$ cat src/psa_pkg.sv
// Package for the process slot allocator: field widths, default sizes,
// operation, status, slot state and sequencer codes, and the structs that
// the top level hands to the slot cells. Depends on nothing.
`default_nettype none

package psa_pkg;

  // Field widths of the request and response beats.
  localparam int unsigned OpW       = 2;
  localparam int unsigned IdW       = 16;
  localparam int unsigned AmountW   = 16;
  localparam int unsigned StatusW   = 2;
  localparam int unsigned SlotIdxW  = 3;
  localparam int unsigned FreePoolW = 11;

  // Default table size and memory quota.
  localparam int unsigned SlotsDefault       = 8;
  localparam int unsigned TotalMemoryDefault = 1024;

  // First id handed out after reset and after a wrap.
  localparam logic [IdW-1:0] FirstId = IdW'(1);

  typedef enum logic [OpW-1:0] {
    OP_CREATE  = 2'd0,
    OP_ALLOC   = 2'd1,
    OP_RELEASE = 2'd2,
    OP_NOP     = 2'd3
  } op_e;

  typedef enum logic [StatusW-1:0] {
    STATUS_OK        = 2'd0,
    STATUS_FULL      = 2'd1,
    STATUS_AMOUNT    = 2'd2,
    STATUS_NOT_FOUND = 2'd3
  } status_e;

  typedef enum logic [1:0] {
    SLOT_FREE    = 2'd0,
    SLOT_CREATED = 2'd1,
    SLOT_RUNNING = 2'd2
  } slot_state_e;

  typedef enum logic {
    FSM_IDLE   = 1'b0,
    FSM_COMMIT = 1'b1
  } fsm_e;

  // Lookup broadcast to every cell in the cycle a request is accepted.
  typedef struct packed {
    logic           sample;
    logic           create;
    logic [IdW-1:0] proc_id;
  } look_t;

  // Update broadcast in the commit cycle; only the winning cell applies it.
  typedef struct packed {
    logic               commit;
    op_e                op;
    logic [IdW-1:0]     new_id;
    logic [AmountW-1:0] amount;
  } cmd_t;

endpackage

`default_nettype wire

$ cat src/psa_in_if.sv
// Request channel of the process slot allocator: valid/ready plus the
// operation, target id and amount. Depends on psa_pkg for field widths.
`default_nettype none

interface psa_in_if;

  logic                         valid;
  logic                         ready;
  logic [psa_pkg::OpW-1:0]      op;
  logic [psa_pkg::IdW-1:0]      proc_id;
  logic [psa_pkg::AmountW-1:0]  amount;

  modport source (output valid, output op, output proc_id, output amount, input ready);
  modport sink   (input valid, input op, input proc_id, input amount, output ready);

endinterface

`default_nettype wire

$ cat src/psa_out_if.sv
// Response channel of the process slot allocator: valid/ready plus status,
// new id, slot index and free pool. Depends on psa_pkg for field widths.
`default_nettype none

interface psa_out_if;

  logic                           valid;
  logic                           ready;
  logic [psa_pkg::StatusW-1:0]    status;
  logic [psa_pkg::IdW-1:0]        new_id;
  logic [psa_pkg::SlotIdxW-1:0]   slot_index;
  logic [psa_pkg::FreePoolW-1:0]  free_pool;

  modport source (output valid, output status, output new_id, output slot_index,
                  output free_pool, input ready);
  modport sink   (input valid, input status, input new_id, input slot_index,
                  input free_pool, output ready);

endinterface

`default_nettype wire

$ cat src/psa_cell.sv
// One process slot: state, id and allocated memory, plus the link of the
// priority chain that picks the lowest matching slot. Depends on psa_pkg.
`default_nettype none

module psa_cell #(
  parameter int unsigned MEM_W    = 11,
  parameter int unsigned IDX_W    = 3,
  parameter int unsigned CELL_IDX = 0
) (
  input  wire logic             clk_i,
  input  wire logic             rst_ni,
  input  wire psa_pkg::look_t   look_i,
  input  wire psa_pkg::cmd_t    cmd_i,
  input  wire logic             claim_i,
  output logic                  claim_o,
  input  wire logic [MEM_W-1:0] mem_i,
  output logic      [MEM_W-1:0] mem_o,
  input  wire logic [IDX_W-1:0] idx_i,
  output logic      [IDX_W-1:0] idx_o
);

  psa_pkg::slot_state_e           state_q, state_d;
  logic [psa_pkg::IdW-1:0]        id_q, id_d;
  logic [MEM_W-1:0]               mem_q, mem_d;
  logic                           hit_q, hit_d;
  logic                           winner;

  // A hit is a free slot for a create, otherwise an occupied slot with the id.
  always_comb begin
    hit_d = hit_q;
    if (look_i.sample) begin
      if (look_i.create) begin
        hit_d = (state_q == psa_pkg::SLOT_FREE);
      end else begin
        hit_d = (state_q != psa_pkg::SLOT_FREE) && (id_q == look_i.proc_id);
      end
    end
  end

  // The lowest hit wins: every cell above it sees the claim already taken.
  assign winner  = hit_q && !claim_i;
  assign claim_o = claim_i || hit_q;
  assign mem_o   = mem_i | (winner ? mem_q : '0);
  assign idx_o   = winner ? IDX_W'(CELL_IDX) : idx_i;

  always_comb begin
    state_d = state_q;
    id_d    = id_q;
    mem_d   = mem_q;
    if (cmd_i.commit && winner) begin
      unique case (cmd_i.op)
        psa_pkg::OP_CREATE: begin
          state_d = psa_pkg::SLOT_CREATED;
          id_d    = cmd_i.new_id;
          mem_d   = '0;
        end
        psa_pkg::OP_ALLOC: begin
          state_d = psa_pkg::SLOT_RUNNING;
          mem_d   = mem_q + MEM_W'(cmd_i.amount);
        end
        psa_pkg::OP_RELEASE: begin
          state_d = psa_pkg::SLOT_FREE;
          mem_d   = '0;
        end
        default: begin
          state_d = state_q;
        end
      endcase
    end
  end

  always_ff @(posedge clk_i or negedge rst_ni) begin
    if (!rst_ni) begin
      state_q <= psa_pkg::SLOT_FREE;
      id_q    <= '0;
      mem_q   <= '0;
      hit_q   <= 1'b0;
    end else begin
      state_q <= state_d;
      id_q    <= id_d;
      mem_q   <= mem_d;
      hit_q   <= hit_d;
    end
  end

endmodule

`default_nettype wire

$ cat src/process_slot_allocator_core.sv
// Process slot allocator: a row of slot cells with a shared free pool and id counter.
// A request beat is accepted only while the controller is idle, and every cell registers its
// compare result as the beat is accepted; the commit step then updates the winning cell and
// registers the response, and waits while a stalled response still holds the output register.
// A new request is not accepted until the previous one has been committed.
// Reset: all slots free, pool full, id counter at 1; no clearing pass is needed.
`default_nettype none

module process_slot_allocator_core #(
  parameter int unsigned SLOTS        = psa_pkg::SlotsDefault,
  parameter int unsigned TOTAL_MEMORY = psa_pkg::TotalMemoryDefault
) (
  input  wire logic  clk_i,
  input  wire logic  rst_ni,
  psa_in_if.sink     in_i,
  psa_out_if.source  out_o
);

  localparam int unsigned MemW  = $clog2(TOTAL_MEMORY + 1);
  localparam int unsigned IdxW  = (SLOTS > 1) ? $clog2(SLOTS) : 1;
  localparam int unsigned AmtW  = psa_pkg::AmountW;
  localparam int unsigned SiW   = psa_pkg::SlotIdxW;
  localparam int unsigned FpW   = psa_pkg::FreePoolW;

  psa_pkg::fsm_e                    state_q, state_d;
  psa_pkg::op_e                     op_q;
  logic [AmtW-1:0]                  amount_q;
  logic [MemW-1:0]                  pool_q, pool_d;
  logic [psa_pkg::IdW-1:0]          id_cnt_q, id_cnt_d;

  logic                             out_valid_q, out_valid_d;
  psa_pkg::status_e                 status_q, status_d;
  logic [psa_pkg::IdW-1:0]          new_id_q, new_id_d;
  logic [SiW-1:0]                   slot_q, slot_d;
  logic [FpW-1:0]                   free_q, free_d;

  psa_pkg::look_t                   look;
  psa_pkg::cmd_t                    cmd;
  logic                             accept;
  logic                             found;
  logic                             amount_bad;
  logic                             go;

  logic [SLOTS:0]                   claim;
  logic [MemW-1:0]                  mem_chain [SLOTS+1];
  logic [IdxW-1:0]                  idx_chain [SLOTS+1];

  assign in_i.ready = (state_q == psa_pkg::FSM_IDLE);
  assign accept     = in_i.valid && in_i.ready;

  assign look.sample  = accept;
  assign look.create  = (psa_pkg::op_e'(in_i.op) == psa_pkg::OP_CREATE);
  assign look.proc_id = in_i.proc_id;

  assign claim[0]     = 1'b0;
  assign mem_chain[0] = '0;
  assign idx_chain[0] = '0;

  for (genvar g = 0; g < SLOTS; g++) begin : g_cell
    psa_cell #(
      .MEM_W    (MemW),
      .IDX_W    (IdxW),
      .CELL_IDX (g)
    ) u_cell (
      .clk_i   (clk_i),
      .rst_ni  (rst_ni),
      .look_i  (look),
      .cmd_i   (cmd),
      .claim_i (claim[g]),
      .claim_o (claim[g+1]),
      .mem_i   (mem_chain[g]),
      .mem_o   (mem_chain[g+1]),
      .idx_i   (idx_chain[g]),
      .idx_o   (idx_chain[g+1])
    );
  end

  assign found      = claim[SLOTS];
  assign amount_bad = (amount_q == '0) || (amount_q > AmtW'(pool_q));

  always_comb begin
    state_d     = state_q;
    pool_d      = pool_q;
    id_cnt_d    = id_cnt_q;
    out_valid_d = out_valid_q;
    status_d    = status_q;
    new_id_d    = new_id_q;
    slot_d      = slot_q;
    free_d      = free_q;
    go          = 1'b0;

    unique case (state_q)
      psa_pkg::FSM_IDLE: begin
        if (out_valid_q && out_o.ready) begin
          out_valid_d = 1'b0;
        end
        if (accept) begin
          state_d = psa_pkg::FSM_COMMIT;
        end
      end
      psa_pkg::FSM_COMMIT: begin
        // The commit waits until the response register is free or being drained.
        if (!out_valid_q || out_o.ready) begin
          state_d     = psa_pkg::FSM_IDLE;
          out_valid_d = 1'b1;
          status_d    = psa_pkg::STATUS_OK;
          new_id_d    = '0;
          slot_d      = '0;
          unique case (op_q)
            psa_pkg::OP_CREATE: begin
              if (found) begin
                go       = 1'b1;
                new_id_d = id_cnt_q;
                slot_d   = SiW'(idx_chain[SLOTS]);
                id_cnt_d = (id_cnt_q == '1) ? psa_pkg::FirstId : id_cnt_q + 1'b1;
              end else begin
                status_d = psa_pkg::STATUS_FULL;
              end
            end
            psa_pkg::OP_ALLOC: begin
              if (amount_bad) begin
                status_d = psa_pkg::STATUS_AMOUNT;
              end else if (found) begin
                go     = 1'b1;
                slot_d = SiW'(idx_chain[SLOTS]);
                pool_d = pool_q - MemW'(amount_q);
              end else begin
                status_d = psa_pkg::STATUS_NOT_FOUND;
              end
            end
            psa_pkg::OP_RELEASE: begin
              if (found) begin
                go     = 1'b1;
                slot_d = SiW'(idx_chain[SLOTS]);
                pool_d = pool_q + mem_chain[SLOTS];
              end else begin
                status_d = psa_pkg::STATUS_NOT_FOUND;
              end
            end
            default: begin
              status_d = psa_pkg::STATUS_OK;
            end
          endcase
          free_d = FpW'(pool_d);
        end
      end
      default: begin
        state_d = psa_pkg::FSM_IDLE;
      end
    endcase
  end

  assign cmd.commit = go;
  assign cmd.op     = op_q;
  assign cmd.new_id = id_cnt_q;
  assign cmd.amount = amount_q;

  always_ff @(posedge clk_i or negedge rst_ni) begin
    if (!rst_ni) begin
      state_q     <= psa_pkg::FSM_IDLE;
      pool_q      <= MemW'(TOTAL_MEMORY);
      id_cnt_q    <= psa_pkg::FirstId;
      out_valid_q <= 1'b0;
    end else begin
      state_q     <= state_d;
      pool_q      <= pool_d;
      id_cnt_q    <= id_cnt_d;
      out_valid_q <= out_valid_d;
    end
  end

  always_ff @(posedge clk_i) begin
    if (accept) begin
      op_q     <= psa_pkg::op_e'(in_i.op);
      amount_q <= in_i.amount;
    end
    status_q <= status_d;
    new_id_q <= new_id_d;
    slot_q   <= slot_d;
    free_q   <= free_d;
  end

  assign out_o.valid      = out_valid_q;
  assign out_o.status     = status_q;
  assign out_o.new_id     = new_id_q;
  assign out_o.slot_index = slot_q;
  assign out_o.free_pool  = free_q;

endmodule

`default_nettype wire
$ cat src/flat_wrapper.sv
// flat-port wrapper written by rule: the top's interface ports become plain ports
module process_slot_allocator_core_flat 
#(
  parameter int unsigned SLOTS        = psa_pkg::SlotsDefault,
  parameter int unsigned TOTAL_MEMORY = psa_pkg::TotalMemoryDefault
)
  (clk_i, rst_ni, in_i_valid, in_i_op, in_i_proc_id, in_i_amount, in_i_ready, out_o_valid, out_o_status, out_o_new_id, out_o_slot_index, out_o_free_pool, out_o_ready);
  psa_in_if in_i_i ();
  psa_out_if out_o_i ();
  input  wire logic clk_i;
  input  wire logic rst_ni;
  input wire logic [$bits(in_i_i.valid)-1:0] in_i_valid;
  input wire logic [$bits(in_i_i.op)-1:0] in_i_op;
  input wire logic [$bits(in_i_i.proc_id)-1:0] in_i_proc_id;
  input wire logic [$bits(in_i_i.amount)-1:0] in_i_amount;
  output wire logic [$bits(in_i_i.ready)-1:0] in_i_ready;
  output wire logic [$bits(out_o_i.valid)-1:0] out_o_valid;
  output wire logic [$bits(out_o_i.status)-1:0] out_o_status;
  output wire logic [$bits(out_o_i.new_id)-1:0] out_o_new_id;
  output wire logic [$bits(out_o_i.slot_index)-1:0] out_o_slot_index;
  output wire logic [$bits(out_o_i.free_pool)-1:0] out_o_free_pool;
  input wire logic [$bits(out_o_i.ready)-1:0] out_o_ready;
  assign in_i_i.valid = in_i_valid;
  assign in_i_i.op = in_i_op;
  assign in_i_i.proc_id = in_i_proc_id;
  assign in_i_i.amount = in_i_amount;
  assign in_i_ready = in_i_i.ready;
  assign out_o_valid = out_o_i.valid;
  assign out_o_status = out_o_i.status;
  assign out_o_new_id = out_o_i.new_id;
  assign out_o_slot_index = out_o_i.slot_index;
  assign out_o_free_pool = out_o_i.free_pool;
  assign out_o_i.ready = out_o_ready;
  process_slot_allocator_core #(.SLOTS(SLOTS), .TOTAL_MEMORY(TOTAL_MEMORY)) u_core (.clk_i(clk_i), .rst_ni(rst_ni), .in_i(in_i_i), .out_o(out_o_i));
endmodule
$ cat config.mk
export PLATFORM = sky130hd
export DESIGN_NAME = process_slot_allocator_core_flat
export DESIGN_NICKNAME = d
export VERILOG_FILES = /design/src/psa_pkg.sv /design/src/psa_in_if.sv /design/src/psa_out_if.sv /design/src/psa_cell.sv /design/src/process_slot_allocator_core.sv /design/src/flat_wrapper.sv
export SDC_FILE = /design/constraint.sdc
export NUM_CORES = 1
export LEC_CHECK = 0
export BUFFER_PORTS_ARGS = -buffer_cell sky130_fd_sc_hd__buf_2
export CAP_MARGIN = 20
export CORE_UTILIZATION = 50
export CTS_CLUSTER_DIAMETER = 30
export DETAILED_ROUTE_END_ITERATION = 7
export PLACE_DENSITY_LB_ADDON = 0.15
export SLEW_MARGIN = 20
export SYNTH_ARGS = -nofsm -noshare
export SYNTH_HDL_FRONTEND = slang
export SYNTH_SLANG_ARGS = --single-unit
$ cat constraint.sdc
create_clock -name clk_i -period 5.2 [get_ports clk_i]
set_input_delay 1.04 -clock clk_i [delete_from_list [all_inputs] [get_ports clk_i]]
set_output_delay 1.04 -clock clk_i [all_outputs]
set_load 0.02 [all_outputs]
==> flow_summary_export.csv, run 1 <==
group,metric,value,unit
clock_network,cts_resized,0,
final_layout,drive_above_1_share,0.193,
routing,drc,0,
clock_network,clockBufferDepth,3,
floorplan,start_util,0.510,
global_route,antenna_found_initial,1,
floorplan,die_area,39400,um2
worst_setup_path,crit_path_end_kind,"register",
global_route,grt.busiest_layer,"met2",
routing,drt_wl_total,56.4,mm
final_layout,fin_nets,2087,
place,dpl_worst_slack,0.987,ns
place,io_buffers,71,
clock_network,cts_tree,"built",
sta,worst_hold_slack,0.489,ns
routing,ant_nets,0,
worst_setup_path,crit_chain,"nor4_4 > and3_1 > a221oi_1 > nand3_1 > ha_1 > inv_1 > fa_1 > nand2b_1 > a21oi_1 > nor3_1 > o31ai_1 > mux2i_1 > nand3b_1 > nand3_1",
clock_network,cts_buffers,75,
clock_network,clock_latency,0.59,ns
routing,drtIter0Drc,1137,
synthesis,synth.most_common_cell,"dfrtp_1",
synthesis,ys_types,73,
synthesis,synth_top_area_frac,0.346,
sta,maxSlewHeadroom,0.297,
global_route,grt_use_met2,0.486,
routing,dr.pass1.iters,6,
run_status,status,"finished, final reports clean",
worst_setup_path,worstPathArrival,4.68,ns
sta,finalSetupTns,0,ns
worst_setup_path,slowest_stage,"and3_1",
sta,setup_viol,0,
synthesis,synth_flop_cell,"dfrtp_1",
global_route,grt_pass1_wl,86.4,mm
worst_setup_path,worst_path_most_repeated_cell,"nand3_1",
synthesis,synth_edf_count,50,
synthesis,ys_warn_count,0,
place,dp_hpwl,38.2,mm
synthesis,synth_top_cell_by_area,"dfrtp_1",
sta,slew_violations,0,
synthesis,netlist_instances,1861,
worst_setup_path,crit_family,"simple AND/OR/NAND/NOR gates",
clock_network,cts-root-buf,"clkbuf_16",
run,drv_cap,0,
sta,setup_ws,0.834,ns
final_layout,areaGrowthSynthToFinish,17.3,%
floorplan,die_h,199,um
synthesis,yosysSeqAreaShare,0.426,
clock_network,cts_setup_buffers,0,
sta,worst_clock_skew,0.0235,ns
floorplan,die_w,199,um
clock_network,cts-htree-levels,3,
global_route,grt_max_degree,97,
pwr,irDropWorstVdd,0.365,mV
global_route,met3_usage,0.0498,
global_route,use_met1,0.379,
clock_network,hold_buffers,0,
synthesis,ys_seq_elements,319,
synthesis,synth_common_cells,"dfrtp_1 (267), o21ai_0 (149), mux2_2 (140), xnor2_1 (127), ha_1 (116)",
synthesis,async_flop_share,0.843,
pwr,power_density,575,nW/um2
sta,grt_setup_unrepaired,"false",
sta,layout_min_cycle_time,4.37,ns
worst_setup_path,slowest_delay,0.60,ns
routing,vias_per_cell,6.09,
place,globalplace.congestion,0.963,
pwr,p_leak,0.0103,uW
global_route,first_global_vias,14913,
global_route,grtUsageTotal,0.292,
sta,clock.fmax,229,MHz
sta,period_share,0.840,
clock_network,cts_num_sinks,319,
synthesis,synthesis.nets,2025,
worst_setup_path,worstPathMaxFanout,17,
worst_setup_path,path_class,"reg -> reg",
worst_setup_path,worstRegToRegCells,14,
floorplan,core_area,37800,um2
worst_setup_path,worstPathRequired,5.52,ns
clock_network,cts.clk_slew.worst_paths,0.04,ns
routing,num_vias,15207,
synthesis,synth_area_leaders,"dfrtp_1 (35%), mux2_2 (8.2%), edfxtp_1 (7.8%)",
synthesis,avgSynthCellArea,10.4,um2
global_route,grt_overflow,0,
floorplan,io_pins,72,
floorplan,fp-row-count,71,
worst_setup_path,worst-path-stages,14,
final_layout,n_antenna_cell,0,
min_path,hold_path_class,"in -> async",
pwr,finalPower,13000,uW
worst_setup_path,start_kind,"register",
routing,wire_per_inst,22.6,um
synthesis,syn_area,19300,um2
worst_setup_path,critPathBufInv,1,
sta,hold_viol,0,
sta,tightestPinTransition,1.06,ns
cell type report:
class,count,area [um2]
fillers,3144,15200
multi-input cells,1377,10400
flip-flops and latches,319,8240
clock buffers,100,2100
well taps,511,639
repair buffers,98,581
clock inverters,38,490
inverters,52,195
stage by stage:
step | cell area (um2) | instances | util
after floorplan | 19300 | 1861 | -
after global placement | 20100 | 2357 | 0.530
after detailed placement | 20100 | 2357 | 0.530
after CTS | 22700 | 2495 | 0.599
after global routing | 22700 | 2495 | 0.599
final | 22700 | 2495 | 0.599
layer usage:
metal | routed length [um] | vias up
met5 | 0 | -
met3 | 3450 | 134
li1 | - | 7002
met4 | 1710 | 0
met1 | 24100 | 7574
met2 | 27200 | 497
sequential cells by signal, summed over array words and instances, names as in the netlist, 3 cells and up:
signal,cells
u_core.out_o.slot_index,3
u_core.out_o.new_id,16
u_core.pool_q,11
u_core.g_cell.u_cell.state_q,16
u_core.g_cell.u_cell.id_q,128
u_core.id_cnt_q,16
u_core.g_cell.u_cell.hit_q,8
u_core.g_cell.u_cell.mem_q,88
u_core.out_o.free_pool,11
u_core.amount_q,16
report_power, final:
group / leakage (uW) / switching [uW] / internal [uW]
combinational: 0.00483 / 2720 / 1740
clock: 0.00126 / 1500 / 3280
sequential: 0.00417 / 624 / 3170
cell usage in the layout, fill, tap and decap left out, drive strengths merged, types with 10 or more instances in the layout:
cell    count
clkinv     22
edfxtp     50
a21oi      78
nor3       53
buf        98
and3       31
mux2      140
nand2     102
o31ai      48
a22o       19
o21ai     155
a221oi     13
nand3      43
or3        12
dfrtp     267
xnor2     127
fa         10
inv        52
nand2b     23
a21o       14
o41ai      35
clkbuf    100
nor2       87
nor4       19
nand4      25
xor2       88
nor2b      15
ha        116
a222oi     10
worst paths after layout:
check	from	end	slack, ns
hold / removal	rst_ni	u_core.pool_q[9]$_DFFE_PN0P_	0.49
min in group clk_i	u_core.g_cell[5].u_cell.mem_q[10]$_DFFE_PN0P_	u_core.g_cell[5].u_cell.mem_q[10]$_DFFE_PN0P_	0.50
hold reg to reg	u_core.g_cell[5].u_cell.mem_q[10]$_DFFE_PN0P_	u_core.g_cell[5].u_cell.mem_q[10]$_DFFE_PN0P_	0.50
setup reg to reg	u_core.g_cell[2].u_cell.hit_q$_DFFE_PN0P_	u_core.out_o.free_pool[10]$_DFFE_PP_	0.83
max in group asynchronous	rst_ni	u_core.id_cnt_q[11]$_DFFE_PN0P_	3.56
setup / recovery	u_core.g_cell[2].u_cell.hit_q$_DFFE_PN0P_	u_core.out_o.free_pool[10]$_DFFE_PP_	0.83
logic make-up after synthesis:
logic type / synth area share
mux: 0.0837
xor+xnor: 0.0975
simple gates: 0.114
flops: 0.426
fa+ha+maj: 0.0855
compound gates: 0.158
buf+inv: 0.0351
Power figures use the tool's default switching activity.
==> run 2, diff against run 1 <==
- clock period: 5.2 -> 3.61 ns (I/O delays scaled with it)
==> run 2 against run 1 <==
Compared with the run above:
- via count is 2.4% higher
- die area stayed put
- critical endpoint unchanged
- critical path depth stayed put
- clock power is 42% higher
- power is 46% higher
- largest power group unchanged
- clock skew is 0.0036 ns higher
- register-to-register slack worse by 0.67 ns
- hold slack worse by 0.35 ns
- cell count is 1.8% higher
- first-iteration DRC count is 6.9% lower
- combinational power is 49% higher
==> flow_summary_export.csv, run 2 (synthesis results as in run 1) <==
group,metric,value,unit
clock_network,clock_latency,0.60,ns
clock_network,cts.clk_slew.worst_paths,0.04,ns
final_layout,final_common_cell,"dfrtp_1",
routing,drtIter0Drc,1058,
final_layout,drive_above_1_share,0.211,
worst_setup_path,worstPathRequired,3.92,ns
routing,drt_wl_total,59.6,mm
sta,worst_clock_skew,0.0272,ns
floorplan,die_w,199,um
routing,drc,0,
clock_network,clockBufferDepth,3,
place,io_buffers,71,
place,globalplace.congestion,0.995,
global_route,first_global_vias,15458,
final_layout,largest_reg_flops,128,
clock_network,cts-root-buf,"clkbuf_16",
sta,maxSlewHeadroom,0.446,
pwr,irDropWorstVdd,0.631,mV
clock_network,cts_buffers,77,
final_layout,seq_area,8240,um2
pwr,power_density,827,nW/um2
final_layout,final_util,0.609,
worst_setup_path,crit_path_end_kind,"register",
sta,clock.fmax,290,MHz
run,drv_cap,0,
sta,tightestPinTransition,0.829,ns
final_layout,multiInputGateArea,10400,um2
sta,hold_viol,0,
final_layout,stdcell_count,2540,
worst_setup_path,path_class,"reg -> reg",
floorplan,die_area,39400,um2
run_status,status,"finished, final reports clean",
global_route,grt_pass1_wl,90.8,mm
clock_network,cts_tree,"built",
clock_network,cts_num_sinks,319,
floorplan,die_h,199,um
routing,wire_per_inst,23.5,um
place,dpl.cell_count,2395,
routing,vias_per_cell,6.13,
routing,dr.pass1.iters,7,
global_route,grtUsageTotal,0.309,
final_layout,layout_common_cells,"dfrtp_1 (266), o21ai_0 (149), mux2_2 (140), xnor2_1 (127), ha_1 (116)",
pwr,p_leak,0.0105,uW
sta,setup_viol,0,
min_path,hold_path_class,"in -> async",
final_layout,areaGrowthSynthToFinish,19.3,%
worst_setup_path,start_kind,"register",
final_layout,fillerInstances,3186,
clock_network,cts-htree-levels,3,
place,place_area,20400,um2
sta,slew_violations,0,
floorplan,io_pins,72,
final_layout,regMostFlops,"u_core.g_cell.u_cell.id_q",
global_route,grt_max_degree,75,
floorplan,core_area,37800,um2
routing,ant_nets,0,
place,dp_hpwl,40.8,mm
global_route,antenna_found_initial,1,
final_layout,largestRegisters,"u_core.g_cell.u_cell.id_q (128), u_core.g_cell.u_cell.mem_q (88)",
floorplan,start_util,0.510,
global_route,grt_overflow,0,
floorplan,fp-row-count,71,
worst_setup_path,worstPathArrival,3.76,ns
worst_setup_path,worstPathMaxFanout,13,
sta,layout_min_cycle_time,3.45,ns
sta,worst_hold_slack,0.135,ns
sta,period_share,0.955,
routing,num_vias,15573,
final_layout,fin_nets,2128,
final_layout,layout.cell_area.non_filler,23000,um2
## run 2: changes by cell type in the layout (fill, tap and decap cells not counted), moves of 2 or more
cell	delta
buf_12	+6
buf_4	+31
buf_6	+2
bufinv_16	-4
clkbuf_1	+2
clkbuf_16	+2
clkinv_8	-2
clkinvlp_4	+2
inv_6	+3
## run 2: layout make-up
cell class,instances,share of cell area
multi-input combinational,1377,0.452
clock inverter,39,0.0186
antenna,1,0.000109
inverter,52,0.00847
tap,511,0.0277
sequential,319,0.357
timing repair buffer,137,0.0415
clock buffer,104,0.0937
## run 2: where the power goes
group,switching (uW),internal [uW]
logic,3960,2700
registers,1030,4570
clock network,2220,4570
total,7210,11800
## run 2: repair_timing
item                                    in CTS  in global routing
gates resized for setup                      0                  5
setup buffers                                0                  1
endpoints found under the hold margin        0                  0
hold buffers                                 0                  0
endpoints found under the setup margin       0                  3
## run 2: stage by stage
step           TNS, ns  power [uW]  setup WS [ns]
3_5_place_dp         0       12100         0.0765
5_1_grt        -0.0137       20000        -0.0137
4_1_cts              0       19000         0.0875
3_3_place_gp         0       12000          0.208
2_1_floorplan        0        9920         0.0195
6_report             0       19000          0.162
## run 2: per-layer routing
metal | wire length, um | global-route usage
met1 | 24100 | 0.378
met3 | 3430 | 0.0558
met2 | 29000 | 0.524
met5 | 0 | 0
met4 | 3140 | 0.152
## run 2: worst paths after layout
kind	start	endpoint	slack (ns)	cells past startpoint
min in group clk_i	in_i_amount[0]	u_core.amount_q[0]$_DFFE_PP_	0.31	1
setup reg to reg	u_core.g_cell[3].u_cell.hit_q$_DFFE_PN0P_	u_core.out_o.free_pool[10]$_DFFE_PP_	0.16	14
hold / removal	rst_ni	u_core.g_cell[7].u_cell.mem_q[4]$_DFFE_PN0P_	0.14	1
setup / recovery	u_core.g_cell[3].u_cell.hit_q$_DFFE_PN0P_	u_core.out_o.free_pool[10]$_DFFE_PP_	0.16	14
hold reg to reg	u_core.out_o.valid$_DFFE_PN0P_	u_core.out_o.valid$_DFFE_PN0P_	0.50	2
max in group asynchronous	rst_ni	u_core.g_cell[5].u_cell.mem_q[9]$_DFFE_PN0P_	2.55	2
## run 2: worst max-delay path: stages, from the launching register on
cell	delay (ns)
dfrtp_2	0.44
nor4_4	0.40
and2_1	0.20
buf_4	0.19
a222oi_1	0.11
nand3_1	0.13
inv_1	0.06
fa_1	0.38
nand2b_1	0.20
a21oi_2	0.21
nor3_1	0.10
o31ai_1	0.28
mux2i_1	0.25
nand3b_1	0.16
nand3_1	0.08
==> run 3, diff against run 2 <==
- MAX_ROUTING_LAYER: unset -> met4
==> run 3 against run 2 <==
Compared with the run above:
- clock power up 2%
- critical path depth shrank 4
- count of clock-buffer cells in the layout down 2
- clock skew increased by 0.0095 ns
==> flow_summary_export.csv, run 3 (synthesis results as in run 1) <==
group,metric,value,unit
routing,ant_nets,0,
routing,drc,0,
run_status,status,"finished, final reports clean",
routing,drtIter0Drc,1230,
final_layout,final_util,0.611,
routing,wl_met3,3.31,mm
pwr,pwr-share-comb,0.347,
clock_network,clockBufferDepth,3,
worst_setup_path,path_class,"reg -> reg",
min_path,hold_path_class,"in -> async",
floorplan,die_h,199,um
routing,vias_per_cell,6.13,
run,drv_cap,0,
sta,maxSlewHeadroom,0.445,
routing,wire_per_inst,23.2,um
routing,top_layer,"met4",
sta,grt_setup_unrepaired,"false",
pwr,p_clk_frac,0.361,
final_layout,stdcell_count,2535,
place,io_buffers,71,
final_layout,regMostFlops,"u_core.g_cell.u_cell.id_q",
place,dpl.cell_count,2395,
global_route,grt_pass1_wl,90.7,mm
sta,period_share,0.953,
routing,dr.pass1.iters,7,
sta,clock.fmax,291,MHz
routing,wl_met2,28.1,mm
clock_network,cts_num_sinks,319,
floorplan,die_area,39400,um2
sta,worst_clock_skew,0.0366,ns
global_route,first_global_vias,15447,
pwr,pwr-share-seq,0.292,
floorplan,core_area,37800,um2
pwr,irDropWorstVdd,0.410,mV
floorplan,die_w,199,um
final_layout,final_common_cell,"dfrtp_1",
clock_network,hold_buffers,0,
sta,worst_hold_slack,0.0459,ns
final_layout,areaGrowthSynthToFinish,19.6,%
place,globalplace.congestion,1.04,
sta,layout_min_cycle_time,3.44,ns
pwr,p_sw,7210,uW
global_route,antenna_found_initial,0,
floorplan,io_pins,72,
global_route,grt_max_degree,89,
clock_network,clock_latency,0.62,ns
pwr,intPower,11900,uW
clock_network,cts_buffers,76,
pwr,p_sw_frac,0.377,
clock_network,cts.clk_slew.worst_paths,0.05,ns
sta,setup_viol,0,
clock_network,cts_tree,"built",
final_layout,layout_common_cells,"dfrtp_1 (267), o21ai_0 (149), mux2_2 (140), xnor2_1 (127), ha_1 (116)",
sta,slew_violations,0,
worst_setup_path,worstPathMaxFanout,9,
routing,num_vias,15552,
global_route,grt_overflow,0,
worst_setup_path,worstPathArrival,3.94,ns
clock_network,cts-root-buf,"clkbuf_16",
routing,wl_met1,24.3,mm
clock_network,cts-htree-levels,3,
pwr,power_density,828,nW/um2
worst_setup_path,crit_path_end_kind,"register",
floorplan,start_util,0.510,
floorplan,fp-row-count,71,
worst_setup_path,start_kind,"register",
sta,tightestPinTransition,0.831,ns
global_route,grtUsageTotal,0.317,
routing,drt_wl_total,58.9,mm
sta,hold_viol,0,
final_layout,drive_above_1_share,0.211,
worst_setup_path,worstPathRequired,4.11,ns
final_layout,largest_reg_flops,128,
final_layout,largestRegisters,"u_core.g_cell.u_cell.id_q (128), u_core.g_cell.u_cell.mem_q (88)",
sta,finalSetupTns,0,ns
pwr,p_leak,0.0105,uW
final_layout,n_antenna_cell,0,
final_layout,fin_nets,2127,
place,dp_hpwl,40.4,mm
run 3: cell count changes in the layout (fill, tap and decap cells not counted), moves of 3 or more:
| cell | delta |
|---|---|
| clkbuf_1 | -4 |
| clkbuf_8 | +3 |
| clkinv_16 | +3 |
| inv_6 | -3 |
run 3: area by class of cell:
type | instances | area, um2
Fill cell | 3112 | 14700
Multi-Input combinational cell | 1377 | 10400
Sequential cell | 319 | 8240
Clock buffer | 102 | 2160
Timing Repair Buffer | 137 | 968
Tap cell | 511 | 639
Clock inverter | 37 | 484
Inverter | 52 | 195
run 3: final timing paths:
| kind | slack, ns | cells past startpoint | to | from |
|---|---|---|---|---|
| min in group clk_i | 0.28 | 1 | u_core.amount_q[3]$_DFFE_PP_ | in_i_amount[3] |
| worst min register to register | 0.52 | 2 | u_core.state_q$_DFF_PN0_ | u_core.state_q$_DFF_PN0_ |
| max in group asynchronous | 2.67 | 2 | u_core.id_cnt_q[13]$_DFFE_PN0P_ | rst_ni |
| worst max-delay path | 0.17 | 10 | u_core.g_cell[2].u_cell.mem_q[10]$_DFFE_PN0P_ | u_core.amount_q[0]$_DFFE_PP_ |
| worst max register to register | 0.17 | 10 | u_core.g_cell[2].u_cell.mem_q[10]$_DFFE_PN0P_ | u_core.amount_q[0]$_DFFE_PP_ |
| worst min-delay path | 0.05 | 1 | u_core.g_cell[7].u_cell.mem_q[3]$_DFFE_PN0P_ | rst_ni |
run 3: per-layer routing:
metal | up-vias | GRT usage
met5 | - | -
met4 | 0 | 0.165
met3 | 194 | 0.0505
met2 | 535 | 0.513
met1 | 7740 | 0.383
li1 | 7083 | -
run 3: stage by stage:
step	instance area (um2)	worst slack (ns)	total power [uW]
after floorplan	19300	0.0195	9920
after global placement	20400	0.214	12000
after detailed placement	20400	0.174	12100
after CTS	23100	0.119	19100
after global routing	23100	0.0261	20100
final	23100	0.171	19100
run 3: critical path, stage by stage (launching register included):
cell	delay [ns]
edfxtp_1	0.67
ha_1	0.35
fa_1	0.48
a21oi_1	0.22
o22a_1	0.23
a21oi_1	0.10
o311ai_0	0.53
buf_4	0.21
nor2_1	0.04
o31a_1	0.26
a31o_2	0.21
run 3: timing repair:
item	in CTS	in global routing
endpoints found under the setup margin	0	3
resized for setup	0	4
setup buffers	0	1
hold endpoints to repair	0	0
run 3: power by group through the flow:
stage / registers, uW / clock network [uW] / logic (uW)
5_1_grt: 5650 / 7180 / 7290
2_1_floorplan: 5300 / 0 / 4620
6_report: 5580 / 6900 / 6640
3_3_place_gp: 5590 / 0 / 6360
4_1_cts: 5560 / 7000 / 6570
3_5_place_dp: 5590 / 0 / 6510
